File: src/rtl/core/bslp_pkg.sv
// Package for the beat-sliced loop player: sizes, codes and channel payload types.
// Used by bslp_div and beat_slice_loop_player_unit; depends on nothing.
package bslp_pkg;

	localparam int unsigned SAMPLE_DEPTH = 65536;
	localparam int unsigned MAX_PARTS    = 16;

	localparam int unsigned SAMPLE_W = 16;
	localparam int unsigned START_W  = 16;
	localparam int unsigned CLOCK_W  = 32;
	localparam int unsigned CFG_W    = 17;
	localparam int unsigned TOTAL_W  = 5;

	localparam int unsigned ADDR_W = $clog2(SAMPLE_DEPTH);
	localparam int unsigned CMP_W  =
		($clog2(SAMPLE_DEPTH + 1) > 18) ? $clog2(SAMPLE_DEPTH + 1) : 18;
	localparam int unsigned IDX_W  = (MAX_PARTS > 1) ? $clog2(MAX_PARTS) : 1;
	localparam int unsigned PCNT_W = $clog2(MAX_PARTS + 1);

	// radix-4 restoring divider, two quotient bits per cycle
	localparam int unsigned DIV_W     = CLOCK_W;
	localparam int unsigned DEN_W     = CFG_W;
	localparam int unsigned DIV_STEPS = DIV_W / 2;
	localparam int unsigned DIV_CNT_W = $clog2(DIV_STEPS);

	typedef enum logic [1:0] {
		KIND_WRITE  = 2'd0,
		KIND_ADD    = 2'd1,
		KIND_DELETE = 2'd2,
		KIND_PLAY   = 2'd3
	} kind_t;

	typedef enum logic [2:0] {
		ST_OK        = 3'd0,
		ST_DUPLICATE = 3'd1,
		ST_FULL      = 3'd2,
		ST_NOT_FOUND = 3'd3,
		ST_EMPTY     = 3'd4
	} status_t;

	typedef enum logic {
		REG_BEAT_LENGTH  = 1'b0,
		REG_SAMPLE_COUNT = 1'b1
	} reg_index_t;

	typedef struct packed {
		kind_t                      kind;
		logic [15:0]                sample_address;
		logic signed [SAMPLE_W-1:0] sample_in;
		logic [START_W-1:0]         part_start;
		logic [CLOCK_W-1:0]         clock_index;
		logic                       last_of_block;
	} in_item_t;

	typedef struct packed {
		logic signed [SAMPLE_W-1:0] sample_out;
		status_t                    status;
		logic [TOTAL_W-1:0]         part_total;
		logic                       last_in_block;
	} out_item_t;

	typedef struct packed {
		logic             start;
		logic [DIV_W-1:0] dividend;
		logic [DEN_W-1:0] divisor;
	} div_req_t;

	typedef struct packed {
		logic             busy;
		logic             done;
		logic [DIV_W-1:0] quotient;
		logic [DEN_W-1:0] remainder;
	} div_rsp_t;

endpackage

File: src/rtl/core/bslp_div.sv
// Iterative unsigned divider, two quotient bits per cycle, done pulse when finished.
// Depends on bslp_pkg (widths and request/response structs).
module bslp_div (
	input  logic               clk,
	input  logic               arst_n,
	input  bslp_pkg::div_req_t req,
	output bslp_pkg::div_rsp_t rsp
);

	logic                                busy_q;
	logic                                done_q;
	logic [bslp_pkg::DIV_CNT_W-1:0]      cnt_q;
	logic [bslp_pkg::DIV_W-1:0]          quo_q;
	logic [bslp_pkg::DEN_W-1:0]          rem_q;
	logic [bslp_pkg::DEN_W-1:0]          den_q;
	logic [bslp_pkg::DEN_W:0]            t0;
	logic [bslp_pkg::DEN_W:0]            t1;
	logic [bslp_pkg::DEN_W-1:0]          r0;
	logic [bslp_pkg::DEN_W-1:0]          r1;
	logic                                g0;
	logic                                g1;

	always_comb begin
		t0 = {rem_q, quo_q[bslp_pkg::DIV_W-1]};
		g0 = t0 >= {1'b0, den_q};
		r0 = g0 ? bslp_pkg::DEN_W'(t0 - {1'b0, den_q}) : t0[bslp_pkg::DEN_W-1:0];
		t1 = {r0, quo_q[bslp_pkg::DIV_W-2]};
		g1 = t1 >= {1'b0, den_q};
		r1 = g1 ? bslp_pkg::DEN_W'(t1 - {1'b0, den_q}) : t1[bslp_pkg::DEN_W-1:0];
	end

	always_ff @(posedge clk or negedge arst_n) begin
		if (!arst_n) begin
			busy_q <= 1'b0;
			done_q <= 1'b0;
			cnt_q  <= '0;
		end else begin
			done_q <= 1'b0;
			if (req.start) begin
				busy_q <= 1'b1;
				cnt_q  <= '0;
			end else if (busy_q) begin
				cnt_q <= cnt_q + bslp_pkg::DIV_CNT_W'(1);
				if (cnt_q == bslp_pkg::DIV_CNT_W'(bslp_pkg::DIV_STEPS - 1)) begin
					busy_q <= 1'b0;
					done_q <= 1'b1;
				end
			end
		end
	end

	always_ff @(posedge clk) begin
		if (req.start) begin
			quo_q <= req.dividend;
			rem_q <= '0;
			den_q <= req.divisor;
		end else if (busy_q) begin
			quo_q <= {quo_q[bslp_pkg::DIV_W-3:0], g0, g1};
			rem_q <= r1;
		end
	end

	assign rsp.busy      = busy_q;
	assign rsp.done      = done_q;
	assign rsp.quotient  = quo_q;
	assign rsp.remainder = rem_q;

	a_start_idle: assert property (@(posedge clk) disable iff (!arst_n)
		req.start |-> !busy_q)
		else $error("divider restarted while busy");

	a_done_pulse: assert property (@(posedge clk) disable iff (!arst_n)
		done_q |=> !done_q)
		else $error("divider done held longer than one cycle");

	a_keep_busy: assert property (@(posedge clk) disable iff (!arst_n)
		busy_q && !req.start
			&& cnt_q != bslp_pkg::DIV_CNT_W'(bslp_pkg::DIV_STEPS - 1) |=> busy_q)
		else $error("divider stopped early");

endmodule

File: config.mk
export PLATFORM = sky130hd
export DESIGN_NAME = bslp_div
export DESIGN_NICKNAME = d
export VERILOG_FILES = /design/src/rtl/core/bslp_pkg.sv /design/src/rtl/core/bslp_div.sv
export SDC_FILE = /design/constraint.sdc
export NUM_CORES = 1
export LEC_CHECK = 0
export ABC_AREA = 1
export BUFFER_PORTS_ARGS = -buffer_cell sky130_fd_sc_hd__buf_2
export CORE_AREA = 5 5 138 140
export DETAILED_ROUTE_END_ITERATION = 8
export DIE_AREA = 0 0 143 145
export GPL_ROUTABILITY_DRIVEN = 0
export HOLD_SLACK_MARGIN = 0.08
export SKIP_LAST_GASP = 1
export SLEW_MARGIN = 20
export SYNTH_ARGS = -nofsm -noshare
export SYNTH_HDL_FRONTEND = slang
export SYNTH_SLANG_ARGS = --single-unit
File: constraint.sdc
create_clock -name clk -period 4.5 [get_ports clk]
set_input_delay 0 -clock clk [delete_from_list [all_inputs] [get_ports clk]]
set_output_delay 0 -clock clk [all_outputs]
set_load 0.01 [all_outputs]
# After elaboration in Yosys (flattened, before gate mapping)
# Cells that the tools add are included.
# word_totals
ff_bits,72
in_bits,52
out_inout_bits,51
wordCells,25
# op_classes
n_addsub,3
magnitude_cmp,2
n_eq_ne,1
n_mux,12
reduce_logical,1
# ops
op,n
32-bit two-way mux,2
18-bit by 17-bit greater-or-equal comparator with 1-bit output,2
17-bit two-way mux,2
17-bit subtractor,2
4-bit two-way mux,2
1-bit two-way mux,6
"4-bit by 1-bit adder with 4-bit output, second input constant",1
"4-bit == test, second input constant",1
2-bit nonzero test,1

# Logic depth before layout (Yosys ltp)
# Gate-level depths: netlist of run 1.
# depth
depth_word,5
mapped_depth,31
mapped_depth_nobuf,30

# Worst setup path before layout of run 1
# Ideal clock, no wire load.
# synth_timing
path_type,reg2reg
start,register quo_q[31] in the netlist's numbering
end,register quo_q[0] in the netlist's numbering (data pin)
setup_ns,0.266
arrival_time_ns,3.389
required_time_ns,4.234
setup_slack_ns,0.846
stages_incl_launch_ff,26
n_path_buf,2
period_less_slack_ns,3.654
path_cell_list,edfxtp_1 > inv_1 > ha_1 > inv_1 > fa_1 > nand2_1 > nand3_2 > nand2_1 > nand2_2 > nand2_4 > nand2_4 > buf_4 > o21ai_0 > inv_1 > fa_1 > nand3_1 > nand3_1 > nand2_1 > nand2_1 > nand2_1 > nand2_1 > nand2_2 > nand2_8 > nor2_8 > buf_12 > o21ai_1
# synth_via
elab_chain_cells,5
elab_cells_between_ends,6
cone_classes,1 x add/sub; 2 x order compare; 3 x mux
# synth_rtl
element,line_no,rtl
"start, declared",bslp_div.sv:13,logic [bslp_pkg::DIV_W-1:0] quo_q;
"start signal, assigned",bslp_div.sv:54,quo_q <= req.dividend;
"start signal, assigned",bslp_div.sv:58,"quo_q <= {quo_q[bslp_pkg::DIV_W-3:0], g0, g1};"
17-bit subtractor or 18-bit by 17-bit greater-or-equal comparator with 1-bit output (tied branches),"bslp_div.sv:26, bslp_div.sv:25",
17-bit two-way mux (*),bslp_div.sv:26,"r0 = g0 ? bslp_pkg::DEN_W'(t0 - {1'b0, den_q}) : t0[bslp_pkg::DEN_W-1:0];"
18-bit by 17-bit greater-or-equal comparator with 1-bit output (*),bslp_div.sv:28,"g1 = t1 >= {1'b0, den_q};"
32-bit two-way mux (*),bslp_div.sv:57,end else if (busy_q) begin
32-bit two-way mux (*),bslp_div.sv:53,if (req.start) begin
# Mark *: on every way between the ends. The rest lies on a longest branch, timed or not. The select of a mux whose other input is x is not followed.
# A chain may end at the register's enable or synchronous reset.

# Final worst setup path of run 1
# Ends and elaborated chain as after synthesis.

==> results of run 1 <==
==> worst register-to-register path: cells and delay by family, from the launching register on <==
kind                       cells  cell delay, ns
and+or+nand+nor               16            1.86
adders and majority gates      3            0.89
buffers and inverters          6            0.46
DFF                            1            0.42
AOI/OAI and AO/OA              2            0.21
==> cell usage after synthesis, drive strengths merged <==
master,number,area [µm²]
a21boi,1,7.51
a21oi,28,148
and2,1,6.26
and3,1,6.26
buf,9,71.3
clkbuf,7,26.3
clkinv,1,3.75
dfrtp,6,150
dfxtp,17,340
edfxtp,49,1470
fa,2,40.0
ha,35,438
inv,100,375
nand2,303,1230
nand3,45,235
nand3b,1,7.51
nand4,3,18.8
nor2,29,133
nor3,6,40.0
nor4,1,6.26
o21ai,40,200
o21bai,4,30.0
or2,1,6.26
xnor2,18,158
xor2,2,17.5
==> flip-flops by register name (all words and copies together) (netlist names) <==
| signal | cells |
|---|---|
| done_q | 1 |
| den_q | 17 |
| busy_q | 1 |
| rem_q | 17 |
| quo_q | 32 |
| cnt_q | 4 |
==> repair_timing <==
item                                   4_1_cts  5_1_grt
setup buffers                                0        3
hold buffers                                51        0
endpoints found under the hold margin       55        0
resized for setup                            0        1
setup endpoints to repair                    0       18
==> kinds of logic after synthesis <==
kind of cell,after synthesis
compound gates,73
xor+xnor,20
simple gates,391
fa+ha+maj,37
flops,72
buf+inv,117
==> metrics by stage <==
step           setup slack (ns)  cell area [µm²]
6_report                  0.384             6720
5_1_grt                 0.00691             6720
3_5_place_dp              0.394             5880
2_1_floorplan             0.846             5170
3_3_place_gp              0.454             5880
4_1_cts                   0.323             6660
==> layout by cell type (no fill, tap or decap), drive strengths merged, types with 4 or more instances in the layout <==
cell         netlist  layout
nand2            303     303
buf                9     107
inv              100     102
dlygate4sd3        0      51
edfxtp            49      49
nand3             45      45
o21ai             40      40
ha                35      35
nor2              29      29
a21oi             28      28
xnor2             18      18
dfxtp             17      17
clkbuf             7      10
dfrtp              6       6
nor3               6       6
o21bai             4       4
==> worst paths after layout <==
kind | startpoint | end | slack (ns) | cells past startpoint
setup / recovery | quo_q[31] | quo_q[0] | 0.38 | 27
hold / removal | req[49] | rem_q[15] | 0.11 | 4
setup reg to reg | quo_q[31] | quo_q[0] | 0.38 | 27
hold reg to reg | cnt_q[3] | cnt_q[3] | 0.47 | 1
max in group asynchronous | arst_n | cnt_q[1] | 3.67 | 3
min in group asynchronous | arst_n | cnt_q[0] | 0.60 | 3
==> routing by layer <==
| metal | vias to the layer above | track usage | part of all wire |
|---|---|---|---|
| li1 | 2551 | - | - |
| met1 | 2249 | 0.203 | 0.49 |
| met2 | 124 | 0.234 | 0.46 |
| met3 | 11 | 0.0293 | 0.045 |
| met4 | 0 | 0.0333 | 0.011 |
| met5 | - | 0 | 0 |
==> power by group through the flow <==
stage / Clock (mW) / Combinational [mW] / Sequential, mW
floorplan: 0 / 2.48 / 0.989
global placement: 0 / 3.18 / 0.981
detailed placement: 0 / 3.19 / 0.976
CTS: 0.674 / 3.25 / 0.965
global route: 0.708 / 3.84 / 0.980
finish: 0.662 / 3.40 / 0.967
==> layout make-up <==
class | count | area (µm²) | share of cell area
clock buffers | 10 | 229 | 0.0341
repair buffers | 158 | 1080 | 0.161
multi-input cells | 521 | 2730 | 0.407
well taps | 229 | 287 | 0.0426
inverters | 101 | 383 | 0.0570
flip-flops and latches | 72 | 1960 | 0.292
clock inverters | 6 | 42.5 | 0.00633
==> results.cfg, run 1 <==
[routing]
drc_errors = 0
viasPerCell = 4.50
avgRoutedWirePerCell_um = 13.6
routed_wl_um = 15000
detail-route-antenna-nets = 0
initialDrtViolationCount = 381
drt_pass1_iterations = 5
vias = 4935

[floorplanning]
core_um2 = 17700
start_util = 0.292
ioPinCount = 103
die_x_um = 143
fp-row-count = 49
die_area_um2 = 20700
dieHeight_um = 145

[yosys]
synthMuxAreaShare = 0
seq_area_frac_synth = 0.380
ys_types = 38
synthAdderAreaFrac = 0.0925
syn_nets = 799
ys_warn_count = 0
syn_area_um2 = 5170
syn_avg_cell_area_um2 = 7.28
synth-xor-area-share = 0.0339
synth_seq_cells = 72
syn_inst = 710
yosys.area_share.simple = 0.327
synth_top_family_by_area = simple AND/OR/NAND/NOR gates
synth_compound_area_frac = 0.0746

[layout]
num-nets-final = 952
final_util = 0.379
n_fill_cell = 1805
drive_gt1_frac = 0.184
syn2layout_area_growth_pct = 30.0
num_antenna_cells = 0
stdcell_count = 1097

[timing]
finalSetupTns_ns = 0
setup_viol = 0
tightest_slew_ns = 0.926
fin_worst_skew_ns = 0.00674
slew_headroom = 0.379
period_needed_ns = 4.12
hold_violations = 0
slew_violations = 0
fmax_mhz = 243
whs_ns = 0.107
fin_crit_sh = 0.915
rsz0062_at_grt = no

[clock_network]
clock-sinks = 72
cts_root_buf = clkbuf_16
clockBufferDepth = 2
cts_buffers = 9
clk_pin_slew_ns = 0.06
h-tree-depth = 3
clk_latency_ns = 0.33
cts_tree = done

[critical_path]
cp_num_buf_inv = 6
cp-start-kind = flop
critical_path_class = flop to flop
crit_fanout = 28
crit_required_ns = 4.56
cp_top_family = simple AND/OR/NAND/NOR gates
arrival_ns = 4.17
cpMostUsedCell = nand2_1
cp-end-kind = flop
cp_slowest_cell = fa_1
cp_slowest_stage_delay_ns = 0.43

[place]
dp_hpwl_um = 11600
placed_cells = 1027
numPortBuffers = 102

[run]
max-cap-violations = 0

[global_route]
grt_pass1_vias = 5115
antenna_found_initial = 0
grt_pass1_wl_um = 24800
grt_max_degree = 55
grt_util_all_layers = 0.146
globalRouteOverflowTotal = 0

[pwr]
pwr-share-comb = 0.676
p_sw_mw = 2.49
p_per_area_nw_per_um2 = 748
irDropWorstVdd_mv = 0.342
p_int_mw = 2.54
switching_share = 0.495
clkPwrFrac = 0.132
power.total_mw = 5.03
power_frac_seq = 0.192
power.leakage_nw = 3.52

[status]
status = complete, no violations

[hold_path]
hold_class = primary input to flop
No activity file was read; power rests on OpenSTA's default activity.
==> inputs of run 2 (changes only) <==
CORE_AREA = 5 5 117 164   (was 5 5 138 140)
DIE_AREA = 0 0 122 169   (was 0 0 143 145)
==> results.cfg, run 2 (synthesis gave the netlist of run 1 again) <==
[status]
status = complete, no violations

[layout]
syn2layout_area_growth_pct = 30.0
stdcell_area_um2 = 6720
stdcell_count = 1108
layout_common_cells = nand2_1, buf_2, inv_1, dlygate4sd3_1, edfxtp_1
drive_gt1_frac = 0.183
num_antenna_cells = 0
top_regs = quo_q (32), den_q (17), rem_q (17)
n_fill_cell = 1843
multi_input_area_um2 = 2730
area.sequential_um2 = 1960
final_util = 0.381
largest_reg_flops = 32
regMostFlops = quo_q
final_common_cell = nand2_1
num-nets-final = 952

[global_route]
grtUsageMet2 = 0.268
globalRouteOverflowTotal = 0
grt_pass1_vias = 4991
grt_max_degree = 36
grt_use_met1 = 0.165
busiest_layer = met2
grt_pass1_wl_um = 24100
met3_usage = 0.0294
grt_util_all_layers = 0.147
antenna_found_initial = 0

[timing]
finalSetupTns_ns = 0
setup_viol = 0
slew_headroom = 0.381
fin_worst_skew_ns = 0.00596
hold_violations = 0
period_needed_ns = 4.11
fmax_mhz = 243
tightest_slew_ns = 0.923
fin_crit_sh = 0.914
rsz0062_at_grt = no
slew_violations = 0

[critical_path]
critical_path_class = flop to flop
cp-start-kind = flop
crit_fanout = 28
cp-end-kind = flop
crit_required_ns = 4.57
ff2ff_setup_slack_ns = 0.39
arrival_ns = 4.18

[run]
max-cap-violations = 0

[floorplanning]
ioPinCount = 103
die_area_um2 = 20600
core_um2 = 17600
die_x_um = 122
start_util = 0.293
dieHeight_um = 169
fp-row-count = 58

[clock_network]
clk_latency_ns = 0.33
cts_root_buf = clkbuf_16
clockBufferDepth = 2
cts_tree = done
h-tree-depth = 3
clock-sinks = 72
clk_pin_slew_ns = 0.06
cts_buffers = 9

[pwr]
power.leakage_nw = 3.51
p_per_area_nw_per_um2 = 737
irDropWorstVdd_mv = 0.271

[place]
placed_cells = 1039
dpl_cell_area_um2 = 5910
dp_hpwl_um = 11800
numPortBuffers = 102

[routing]
initialDrtViolationCount = 277
viasPerCell = 4.49
routed_wl_um = 14800
drt_pass1_iterations = 5
avgRoutedWirePerCell_um = 13.4
drc_errors = 0
detail-route-antenna-nets = 0
vias = 4973

[hold_path]
hold_class = primary input to flop
## run 2: path summary, 6_finish.rpt
check | start | cells past startpoint | endpoint
setup / recovery | quo_q[31] | 25 | quo_q[0]
hold reg to reg | cnt_q[3] | 1 | cnt_q[3]
hold / removal | req[49] | 1 | den_q[9]
max in group asynchronous | arst_n | 3 | cnt_q[0]
setup reg to reg | quo_q[31] | 25 | quo_q[0]
min in group asynchronous | arst_n | 3 | cnt_q[2]
## run 2: stage by stage
step                      hold WS [ns]  setup slack (ns)  total power [mW]
after floorplan                 -0.296             0.846              3.47
after global placement          -0.164             0.431              4.17
after detailed placement        -0.166             0.359              4.18
after CTS                        0.171             0.344              4.89
after global routing             0.186            0.0278              5.45
final                            0.158             0.389              4.95
## run 2: metal layers
layer | vias to the layer above | wire length (µm)
li1 | 2563 | -
met1 | 2240 | 5870
met2 | 144 | 7730
met3 | 26 | 829
met4 | 0 | 393
met5 | - | 0
## run 2: what timing repair did
action	in CTS	in global routing
hold buffers	51	0
buffers inserted	0	2
resized for setup	0	1
setup endpoints to repair	0	18
endpoints found under the hold margin	55	0
## run 2: cell type report
class | instances | share of cell area
clock buffers | 11 | 0.0347
clock inverters | 5 | 0.00522
inverters | 101 | 0.0570
multi-input cells | 521 | 0.407
flip-flops and latches | 72 | 0.292
well taps | 240 | 0.0447
repair buffers | 158 | 0.159
## run 2: power by group
part | internal (mW) | total (mW) | leakage [nW] | switching (mW)
Sequential | 0.847 | 0.959 | 0.736 | 0.112
Combinational | 1.27 | 3.35 | 2.65 | 2.08
Clock | 0.372 | 0.646 | 0.118 | 0.274
Total | 2.49 | 4.95 | 3.51 | 2.46
## run 2: worst max-delay path, cell delays in order, from the launching register on
cell      delay, ns
edfxtp_1       0.41
inv_1          0.08
ha_1           0.13
inv_1          0.05
fa_1           0.41
nand2_1        0.11
nand3_2        0.09
nand2_1        0.09
nand2_2        0.08
nand2_4        0.08
nand2_4        0.18
or2_2          0.33
nand2_1        0.10
inv_1          0.05
ha_1           0.33
a21oi_1        0.27
nand2_1        0.12
a21oi_1        0.13
nand2_1        0.09
nand2_1        0.06
nand2_1        0.05
nand2_2        0.10
nand2_8        0.11
nor2_8         0.14
buf_12         0.15
o21ai_1        0.06
